==> src/design/pfsa_pkg.sv <==
`default_nettype none

package pfsa_pkg;

  localparam int unsigned DEFAULT_STACK_DEPTH = 32;
  localparam int unsigned QUEUE_DEPTH = 2;

  localparam logic [31:0] ADDR_MAX = 32'hFFFF_FFFF;

  // Command codes on the request channel.
  localparam logic [1:0] CMD_ADD   = 2'd0;
  localparam logic [1:0] CMD_ALLOC = 2'd1;
  localparam logic [1:0] CMD_FREE  = 2'd2;

  // Status codes on the result channel.
  localparam logic [1:0] ST_DONE = 2'd0;
  localparam logic [1:0] ST_SKIP = 2'd1;
  localparam logic [1:0] ST_OOM  = 2'd2;
  localparam logic [1:0] ST_FULL = 2'd3;

  // Configuration register indices.
  localparam logic [1:0] CFG_KERNEL_END  = 2'd0;
  localparam logic [1:0] CFG_FRAME_BYTES = 2'd1;
  localparam logic [1:0] CFG_USABLE_TYPE = 2'd2;

  localparam logic [31:0] RST_KERNEL_END  = 32'h0010_0000;
  localparam logic [31:0] RST_FRAME_BYTES = 32'd4096;
  localparam logic [31:0] RST_USABLE_TYPE = 32'd1;

  // Work kinds handed from the front end to the stack engine.
  localparam logic [1:0] KIND_SKIP  = 2'd0;
  localparam logic [1:0] KIND_PUSH  = 2'd1;
  localparam logic [1:0] KIND_ALLOC = 2'd2;

  typedef struct packed {
    logic [31:0] kernel_end;
    logic [31:0] frame_bytes;
    logic [31:0] usable_type;
  } cfg_t;

  typedef struct packed {
    logic [31:0] base;
    logic [31:0] size;
  } seg_t;

  typedef struct packed {
    logic [1:0] kind;
    seg_t       seg;
  } q_entry_t;

endpackage

`default_nettype wire

==> src/design/pfsa_front.sv <==
`default_nettype none

module pfsa_front (
  input  wire logic              in_valid,
  output logic                   in_ready,
  input  wire logic [1:0]        cmd,
  input  wire logic [31:0]       region_type,
  input  wire logic [31:0]       region_base_low,
  input  wire logic [31:0]       region_base_high,
  input  wire logic [31:0]       region_len_low,
  input  wire logic [31:0]       region_len_high,
  input  wire logic [31:0]       freed_frame,
  input  wire pfsa_pkg::cfg_t    cfg,
  output logic                   wr_valid,
  input  wire logic              wr_ready,
  output pfsa_pkg::q_entry_t     wr_entry
);
  import pfsa_pkg::*;

  logic [32:0] sum;
  logic [31:0] seg_start;
  logic [31:0] seg_end;
  logic        usable;

  // The end saturates when the length reaches past 32 bits or the sum carries out.
  assign sum       = {1'b0, region_base_low} + {1'b0, region_len_low};
  assign seg_start = (region_base_low < cfg.kernel_end) ? cfg.kernel_end : region_base_low;
  assign seg_end   = (region_len_high != 32'd0 || sum[32]) ? ADDR_MAX : sum[31:0];
  assign usable    = (region_type == cfg.usable_type) && (region_base_high == 32'd0);

  always_comb begin
    wr_entry.kind     = KIND_SKIP;
    wr_entry.seg.base = '0;
    wr_entry.seg.size = '0;
    case (cmd)
      CMD_ADD: begin
        if (usable && seg_end >= cfg.kernel_end) begin
          wr_entry.kind     = KIND_PUSH;
          wr_entry.seg.base = seg_start;
          wr_entry.seg.size = seg_end - seg_start;
        end
      end
      CMD_ALLOC: begin
        wr_entry.kind = KIND_ALLOC;
      end
      CMD_FREE: begin
        wr_entry.kind     = KIND_PUSH;
        wr_entry.seg.base = freed_frame;
        wr_entry.seg.size = cfg.frame_bytes;
      end
      default: begin
        wr_entry.kind = KIND_SKIP;
      end
    endcase
  end

  assign wr_valid = in_valid;
  assign in_ready = wr_ready;

endmodule

`default_nettype wire

==> src/design/pfsa_queue.sv <==
`default_nettype none

module pfsa_queue (
  input  wire logic                clk,
  input  wire logic                rst,
  input  wire logic                wr_valid,
  output logic                     wr_ready,
  input  wire pfsa_pkg::q_entry_t  wr_entry,
  output logic                     rd_valid,
  input  wire logic                rd_ready,
  output pfsa_pkg::q_entry_t       rd_entry
);
  import pfsa_pkg::*;

  localparam int unsigned PW = (QUEUE_DEPTH > 1) ? $clog2(QUEUE_DEPTH) : 1;
  localparam int unsigned CW = $clog2(QUEUE_DEPTH + 1);
  localparam logic [PW-1:0] LAST = PW'(QUEUE_DEPTH - 1);

  q_entry_t      slots [QUEUE_DEPTH];
  logic [PW-1:0] wr_ptr;
  logic [PW-1:0] rd_ptr;
  logic [CW-1:0] fill;
  logic          push;
  logic          pop;

  assign wr_ready = (fill != CW'(QUEUE_DEPTH));
  assign rd_valid = (fill != '0);
  assign rd_entry = slots[rd_ptr];
  assign push     = wr_valid && wr_ready;
  assign pop      = rd_valid && rd_ready;

  always_ff @(posedge clk) begin
    if (push) begin
      slots[wr_ptr] <= wr_entry;
    end
  end

  always_ff @(posedge clk) begin
    if (rst) begin
      wr_ptr <= '0;
      rd_ptr <= '0;
      fill   <= '0;
    end else begin
      if (push) begin
        wr_ptr <= (wr_ptr == LAST) ? '0 : wr_ptr + 1'b1;
      end
      if (pop) begin
        rd_ptr <= (rd_ptr == LAST) ? '0 : rd_ptr + 1'b1;
      end
      if (push && !pop) begin
        fill <= fill + 1'b1;
      end else if (pop && !push) begin
        fill <= fill - 1'b1;
      end
    end
  end

endmodule

`default_nettype wire

==> src/design/pfsa_back.sv <==
`default_nettype none

module pfsa_back #(
  parameter int unsigned STACK_DEPTH = pfsa_pkg::DEFAULT_STACK_DEPTH
) (
  input  wire logic                clk,
  input  wire logic                rst,
  input  wire pfsa_pkg::cfg_t      cfg,
  input  wire logic                rd_valid,
  output logic                     rd_ready,
  input  wire pfsa_pkg::q_entry_t  rd_entry,
  output logic                     out_valid,
  input  wire logic                out_ready,
  output logic [1:0]               status,
  output logic [31:0]              frame_addr,
  output logic [31:0]              pushed_start,
  output logic [31:0]              pushed_size
);
  import pfsa_pkg::*;

  localparam int unsigned AW = $clog2(STACK_DEPTH);
  localparam int unsigned CW = $clog2(STACK_DEPTH + 1);

  localparam logic S_EXEC   = 1'b0;
  localparam logic S_RELOAD = 1'b1;

  // The top entry lives in registers; entries below it live in the memory.
  seg_t          mem [STACK_DEPTH];
  seg_t          rd_data;
  seg_t          top;
  logic [CW-1:0] count;
  logic [CW-1:0] count_m1;
  logic [CW-1:0] count_m2;
  logic          state;
  logic          go;
  logic          full;
  logic          empty;
  logic          shrink;
  logic          mem_we;
  logic [1:0]    res_status;
  logic [31:0]   res_frame;
  logic [31:0]   res_start;
  logic [31:0]   res_size;

  assign count_m1 = count - 1'b1;
  assign count_m2 = count - 2'd2;
  assign full     = (count == CW'(STACK_DEPTH));
  assign empty    = (count == '0);
  assign shrink   = (top.size > cfg.frame_bytes);
  assign go       = rd_valid && (state == S_EXEC) && (!out_valid || out_ready);
  assign rd_ready = go;
  assign mem_we   = go && (rd_entry.kind == KIND_PUSH) && !full && !empty;

  always_comb begin
    res_status = ST_SKIP;
    res_frame  = '0;
    res_start  = '0;
    res_size   = '0;
    case (rd_entry.kind)
      KIND_PUSH: begin
        if (full) begin
          res_status = ST_FULL;
        end else begin
          res_status = ST_DONE;
          res_start  = rd_entry.seg.base;
          res_size   = rd_entry.seg.size;
        end
      end
      KIND_ALLOC: begin
        if (empty) begin
          res_status = ST_OOM;
        end else begin
          res_status = ST_DONE;
          res_frame  = top.base;
        end
      end
      default: begin
        res_status = ST_SKIP;
      end
    endcase
  end

  always_ff @(posedge clk) begin
    if (mem_we) begin
      mem[count_m1[AW-1:0]] <= top;
    end
    rd_data <= mem[count_m2[AW-1:0]];
  end

  always_ff @(posedge clk) begin
    if (rst) begin
      count     <= '0;
      state     <= S_EXEC;
      out_valid <= 1'b0;
    end else begin
      if (go) begin
        out_valid <= 1'b1;
      end else if (out_ready) begin
        out_valid <= 1'b0;
      end
      if (state == S_RELOAD) begin
        state <= S_EXEC;
      end else if (go) begin
        if (rd_entry.kind == KIND_PUSH && !full) begin
          count <= count + 1'b1;
        end else if (rd_entry.kind == KIND_ALLOC && !empty && !shrink) begin
          count <= count_m1;
          if (count_m1 != '0) begin
            state <= S_RELOAD;
          end
        end
      end
    end
  end

  always_ff @(posedge clk) begin
    if (state == S_RELOAD) begin
      top <= rd_data;
    end else if (go) begin
      if (rd_entry.kind == KIND_PUSH && !full) begin
        top <= rd_entry.seg;
      end else if (rd_entry.kind == KIND_ALLOC && !empty && shrink) begin
        top.base <= top.base + cfg.frame_bytes;
        top.size <= top.size - cfg.frame_bytes;
      end
    end
    if (go) begin
      status       <= res_status;
      frame_addr   <= res_frame;
      pushed_start <= res_start;
      pushed_size  <= res_size;
    end
  end

`ifndef SYNTHESIS
  a_count_bound: assert property (@(posedge clk) disable iff (rst)
    count <= CW'(STACK_DEPTH))
    else $error("stack count beyond depth");

  a_reload_once: assert property (@(posedge clk) disable iff (rst)
    state == S_RELOAD |=> state == S_EXEC)
    else $error("reload lasted more than one cycle");

  a_reload_nonempty: assert property (@(posedge clk) disable iff (rst)
    state == S_RELOAD |-> count != '0)
    else $error("reload with an empty stack");

  a_oom_result: assert property (@(posedge clk) disable iff (rst)
    go && rd_entry.kind == KIND_ALLOC && empty |=> out_valid && status == ST_OOM)
    else $error("allocate from empty stack did not report out of memory");

  a_no_overwrite: assert property (@(posedge clk) disable iff (rst)
    out_valid && !out_ready |-> !go)
    else $error("new result while the previous one is stalled");
`endif

endmodule

`default_nettype wire

==> src/design/physical_frame_stack_allocator_top.sv <==
// Physical frame stack allocator.
// Requests arrive on a valid/ready channel: cmd selects add region (0), allocate
// (1) or free (2); the region fields are used by add region, freed_frame by free.
// Every request gives exactly one result on the output valid/ready channel:
// status, frame_addr, pushed_start and pushed_size.
// A request is accepted into a two-entry queue after classification; the stack
// engine takes it from the queue and registers its result in the result
// register. An allocate that empties its top segment while older segments
// remain passes through a reload state, in which the next entry is read from
// the stack memory port; the engine takes no new request while it reloads or
// while a result is stalled.
// Reset clears the stack to empty, empties the queue and loads the registers
// with kernel_end 0x00100000, frame_bytes 4096 and usable_type 1; stack memory
// needs no clearing. When the receiver holds out_ready low the result register
// keeps its value, the engine waits, and the queue fills before in_ready drops.
// Configuration writes are taken at once; they must only occur while idle.
`default_nettype none

module physical_frame_stack_allocator_top #(
  parameter int unsigned STACK_DEPTH = pfsa_pkg::DEFAULT_STACK_DEPTH
) (
  input  wire logic        clk,
  input  wire logic        rst,
  input  wire logic        cfg_write,
  input  wire logic [1:0]  cfg_index,
  input  wire logic [31:0] cfg_data,
  input  wire logic        in_valid,
  output logic             in_ready,
  input  wire logic [1:0]  cmd,
  input  wire logic [31:0] region_type,
  input  wire logic [31:0] region_base_low,
  input  wire logic [31:0] region_base_high,
  input  wire logic [31:0] region_len_low,
  input  wire logic [31:0] region_len_high,
  input  wire logic [31:0] freed_frame,
  output logic             out_valid,
  input  wire logic        out_ready,
  output logic [1:0]       status,
  output logic [31:0]      frame_addr,
  output logic [31:0]      pushed_start,
  output logic [31:0]      pushed_size
);
  import pfsa_pkg::*;

  cfg_t     cfg;
  q_entry_t wr_entry;
  q_entry_t rd_entry;
  logic     wr_valid;
  logic     wr_ready;
  logic     rd_valid;
  logic     rd_ready;

  // Configuration registers; an index with no register behind it is ignored.
  always_ff @(posedge clk) begin
    if (rst) begin
      cfg.kernel_end  <= RST_KERNEL_END;
      cfg.frame_bytes <= RST_FRAME_BYTES;
      cfg.usable_type <= RST_USABLE_TYPE;
    end else if (cfg_write) begin
      case (cfg_index)
        CFG_KERNEL_END:  cfg.kernel_end  <= cfg_data;
        CFG_FRAME_BYTES: cfg.frame_bytes <= cfg_data;
        CFG_USABLE_TYPE: cfg.usable_type <= cfg_data;
        default: begin
        end
      endcase
    end
  end

  // The front end clips memory-map regions and sorts requests into work kinds.
  pfsa_front u_front (
    .in_valid         (in_valid),
    .in_ready         (in_ready),
    .cmd              (cmd),
    .region_type      (region_type),
    .region_base_low  (region_base_low),
    .region_base_high (region_base_high),
    .region_len_low   (region_len_low),
    .region_len_high  (region_len_high),
    .freed_frame      (freed_frame),
    .cfg              (cfg),
    .wr_valid         (wr_valid),
    .wr_ready         (wr_ready),
    .wr_entry         (wr_entry)
  );

  // The queue lets the front end keep accepting while the engine is busy.
  pfsa_queue u_queue (
    .clk      (clk),
    .rst      (rst),
    .wr_valid (wr_valid),
    .wr_ready (wr_ready),
    .wr_entry (wr_entry),
    .rd_valid (rd_valid),
    .rd_ready (rd_ready),
    .rd_entry (rd_entry)
  );

  // The engine owns the segment stack and the result register.
  pfsa_back #(
    .STACK_DEPTH (STACK_DEPTH)
  ) u_back (
    .clk          (clk),
    .rst          (rst),
    .cfg          (cfg),
    .rd_valid     (rd_valid),
    .rd_ready     (rd_ready),
    .rd_entry     (rd_entry),
    .out_valid    (out_valid),
    .out_ready    (out_ready),
    .status       (status),
    .frame_addr   (frame_addr),
    .pushed_start (pushed_start),
    .pushed_size  (pushed_size)
  );

endmodule

`default_nettype wire
==> config.mk <==
export PLATFORM = sky130hd
export DESIGN_NAME = physical_frame_stack_allocator_top
export DESIGN_NICKNAME = d
export VERILOG_FILES = /design/src/design/pfsa_pkg.sv /design/src/design/pfsa_front.sv /design/src/design/pfsa_queue.sv /design/src/design/pfsa_back.sv /design/src/design/physical_frame_stack_allocator_top.sv
export SDC_FILE = /design/constraint.sdc
export NUM_CORES = 2
export LEC_CHECK = 0
export BUFFER_PORTS_ARGS = -buffer_cell sky130_fd_sc_hd__buf_2
export CAP_MARGIN = 20
export CORE_MARGIN = 10
export CORE_UTILIZATION = 40
export DETAILED_ROUTE_END_ITERATION = 12
export SLEW_MARGIN = 15
export SYNTH_ARGS = -nofsm -noshare
export SYNTH_HDL_FRONTEND = slang
export SYNTH_SLANG_ARGS = --single-unit
==> constraint.sdc <==
create_clock -name clk -period 9.4 [get_ports clk]
set_clock_uncertainty 0.05 [all_clocks]
set_input_delay 2.35 -clock clk [delete_from_list [all_inputs] [get_ports clk]]
set_output_delay 2.35 -clock clk [all_outputs]
set_load 0.02 [all_outputs]
==> impl_metrics.tcl <==
set metrics [dict create \
    cpMaxStageDelayCell "a31oi_1" \
    hold_path.startpoint "cfg[93]" \
    n_fill_cell 21565 \
    drtIter0Drc 7230 \
    grt_pass1_vias 57155 \
    port_buffers 332 \
    routabilityCongestion 0.923 \
    yosys.area.top_type "edfxtp_1" \
    grt_max_degree 132 \
    holdPathStages 2 \
    yosysSeqAreaShare_pct 71.3 \
    drtPass1Iterations 8 \
    overflow 0 \
    layout-drive-gt1-share_pct 25.9 \
    dieArea_um2 280000 \
    rsz0062_at_grt "false" \
    critical_path.endpoint "u_queue.slots[0][30]" \
    grt_pass1_wl_mm 432 \
    design.core.area_um2 257000 \
    areaGrowthSynthToFinish_pct 15.1 \
    syn_area_um2 104000 \
    rr_worst_depth 22 \
    met1_usage_pct 30.1 \
    regArea_um2 73800 \
    r2r_start "cfg[69]" \
    tns_ns 0 \
    ir_drop_v 0.000478 \
    period_share_pct 76.4 \
    layout_common_cells "edfxtp_1 (2342), mux4_2 (640), nand2_1 (376)" \
    syn_avg_cell_area_um2 18.3 \
    critPathRequiredTime_ns 10.09 \
    die_height_um 529 \
    yosysWarnings 0 \
    maxCapViolations 0 \
    ant_nets 0 \
    root_buffer "clkbuf_16" \
    synth_area_leaders "edfxtp_1 (68%), mux4_2 (14%), dfxtp_1 (3.3%)" \
    final_util_pct 46.3 \
    leakage_nw 38.4 \
    synth_flop_cell "edfxtp_1" \
    nets 6603 \
    io_pins 333 \
    worstMarginPinSlew_ns 1.23 \
    crit_top_cell "o21ai_0" \
    crit_type "in2reg" \
    synthArstFlopShare_pct 0 \
    setup_viol 0 \
    hold_class "reg2reg" \
    cts_resized 0 \
    maxSlewHeadroom_pct 18.2 \
    crit_path_start "region_base_low[0]" \
    max_freq_mhz 139 \
    clk_pin_slew_worst_paths_ns 0.06 \
    synth_edf_count 2342 \
    antenna_found_initial 14 \
    status "finished clean" \
    viasPerCell 5.86 \
    layout_commonest_cell "edfxtp_1" \
    cp-start-kind "input pin" \
    cts_tree "done" \
    finalHoldViolCount 0 \
    initial_core_util_pct 40.2 \
    fin_crit_ns 7.18 \
    multi_input_area_um2 28500 \
    top_usage_layer "met2" \
    grt_use_total_pct 21.5 \
    cp-end-kind "flip-flop" \
    crit_arrival_ns 7.86 \
    rr_endpoint "u_queue.slots[0][30]" \
    synthCells 5651 \
    vias 57076 \
    synth_top_cell_area_share_pct 67.9 \
    synth_nets 6088 \
    htree_levels 5 \
    route.detailed.wl_per_inst_um 31.8 \
    rows 186 \
    p_per_area_nw_per_um2 285 \
    holdWs_ns 0.408 \
    die_width_um 529 \
    use_met3_pct 4.17 \
    crit_chain "buf_2 -> ha_1 -> fa_1 -> a211oi_1 -> nor2_1 -> o22ai_1 -> o2111ai_1 -> and3_1 -> o21a_1 -> nor2b_2 -> buf_4 -> nand2_1 -> ha_1 -> nor2b_1 -> o21a_1 -> o21ai_0 -> a21oi_1 -> nand2b_1 -> a31oi_1 -> o311a_1 -> o21ai_0 -> xnor2_1 -> o21ai_0" \
    cp_slowest_stage_delay_ns 0.53 \
    cts_hold_buf 0 \
    ys_ff_latch 2515 \
    path_max_fanout 9 \
    cts_setup_buffers 0 \
    cts_sinks 2515 \
    slew_viol_final 0 \
    insertion_delay_ns 0.94 \
    hpwlAfterDp_mm 186 \
    p_total_mw 34.0 \
    grtUsageMet2_pct 34.4 \
    ff2ff_setup_slack_ns 3.33 \
    clockBufferDepth 4 \
    yosysUniqueCellTypes 80 \
    numCtsBuffers 277 \
    wl_mm 310 \
    drc 0 \
]
cell type report:
class	count	area share [%]
Inverter	145	0.457
Timing Repair Buffer	500	3.00
Antenna cell	1	0.00210
Sequential cell	2515	61.9
Clock buffer	368	6.41
Clock inverter	108	0.707
Multi-Input combinational cell	2727	23.9
Tap cell	3384	3.55
flip-flops by register name, indices dropped and copies added, names as in the netlist, named ones only:
| name | count |
|---|---|
| u_back.top | 64 |
| u_back.count | 6 |
| cfg | 96 |
| u_back.rd_data | 64 |
| u_queue.rd_ptr | 1 |
| u_back.pushed_start | 32 |
| u_back.mem | 2048 |
| u_back.status | 2 |
| u_back.state | 1 |
| u_queue.wr_ptr | 1 |
| u_back.frame_addr | 32 |
| u_back.out_valid | 1 |
| u_queue.fill | 2 |
| u_back.pushed_size | 32 |
| u_queue.slots | 132 |
power breakdown:
part / total, mW / switching [mW] / internal [mW]
Sequential: 14.5 / 0.741 / 13.8
Clock: 10.3 / 4.29 / 6.02
Combinational: 9.19 / 5.36 / 3.83
metrics by stage:
step	worst slack, ns	area, um2	std cells
after detailed placement	1.44	110000	9237
after global placement	1.55	110000	9230
after floorplan	0.0187	104000	5651
after global routing	1.98	119000	9747
after CTS	2.35	118000	9713
final	2.22	119000	9748
critical path, delay by kind of cell:
family	cells	cell delay (ns)
and+or+nand+nor	6	1.26
buffers and inverters	2	0.36
adders and majority gates	3	1.05
xor gates and xnor gates	1	0.14
AOI/OAI and AO/OA	11	2.70
cell usage after synthesis, types with 13 or more instances:
| cell | number |
|---|---|
| xor2_1 | 74 |
| a21o_1 | 81 |
| clkbuf_1 | 212 |
| mux2_2 | 68 |
| mux4_2 | 640 |
| nor2b_1 | 24 |
| and3_1 | 15 |
| nand2b_1 | 27 |
| buf_1 | 34 |
| a211oi_1 | 44 |
| xnor2_1 | 67 |
| nor2_1 | 211 |
| a31oi_1 | 16 |
| o21ai_0 | 155 |
| buf_2 | 18 |
| o31ai_1 | 13 |
| dfxtp_1 | 173 |
| nor3_1 | 46 |
| a21oi_1 | 299 |
| nand4_1 | 30 |
| ha_1 | 200 |
| edfxtp_1 | 2342 |
| o21bai_1 | 16 |
| nor4_1 | 27 |
| o21a_1 | 21 |
| mux2i_1 | 73 |
| inv_1 | 145 |
| and2_1 | 44 |
| nand2_1 | 376 |
| nand3_1 | 29 |
routing by layer:
layer | up-vias | part of all wire [%]
met5 | - | 0.016
met4 | 6 | 3.1
met3 | 471 | 8.4
met2 | 2575 | 48
met1 | 30268 | 41
li1 | 23756 | -
kinds of logic (layout without fill, tap and decap cells):
kind of cell	Yosys count	count (layout)	share of synthesized area (%)
AOI/OAI and AO/OA	736	736	4.37
adders and majority gates	204	204	2.50
muxes	782	782	15.4
other	0	1	0
and+or+nand+nor	864	864	3.76
xor gates and xnor gates	141	141	1.19
DFF	2515	2515	71.3
buffers and inverters	409	1121	1.51
worst min path at each step:
stage	end	slack, ns
floorplan	cfg[65]	0.39
global placement	cfg[65]	0.39
detailed placement	cfg[76]	0.40
CTS	cfg[76]	0.41
global route	cfg[76]	0.42
finish	cfg[93]	0.41
(Power assumes the default switching activity.)
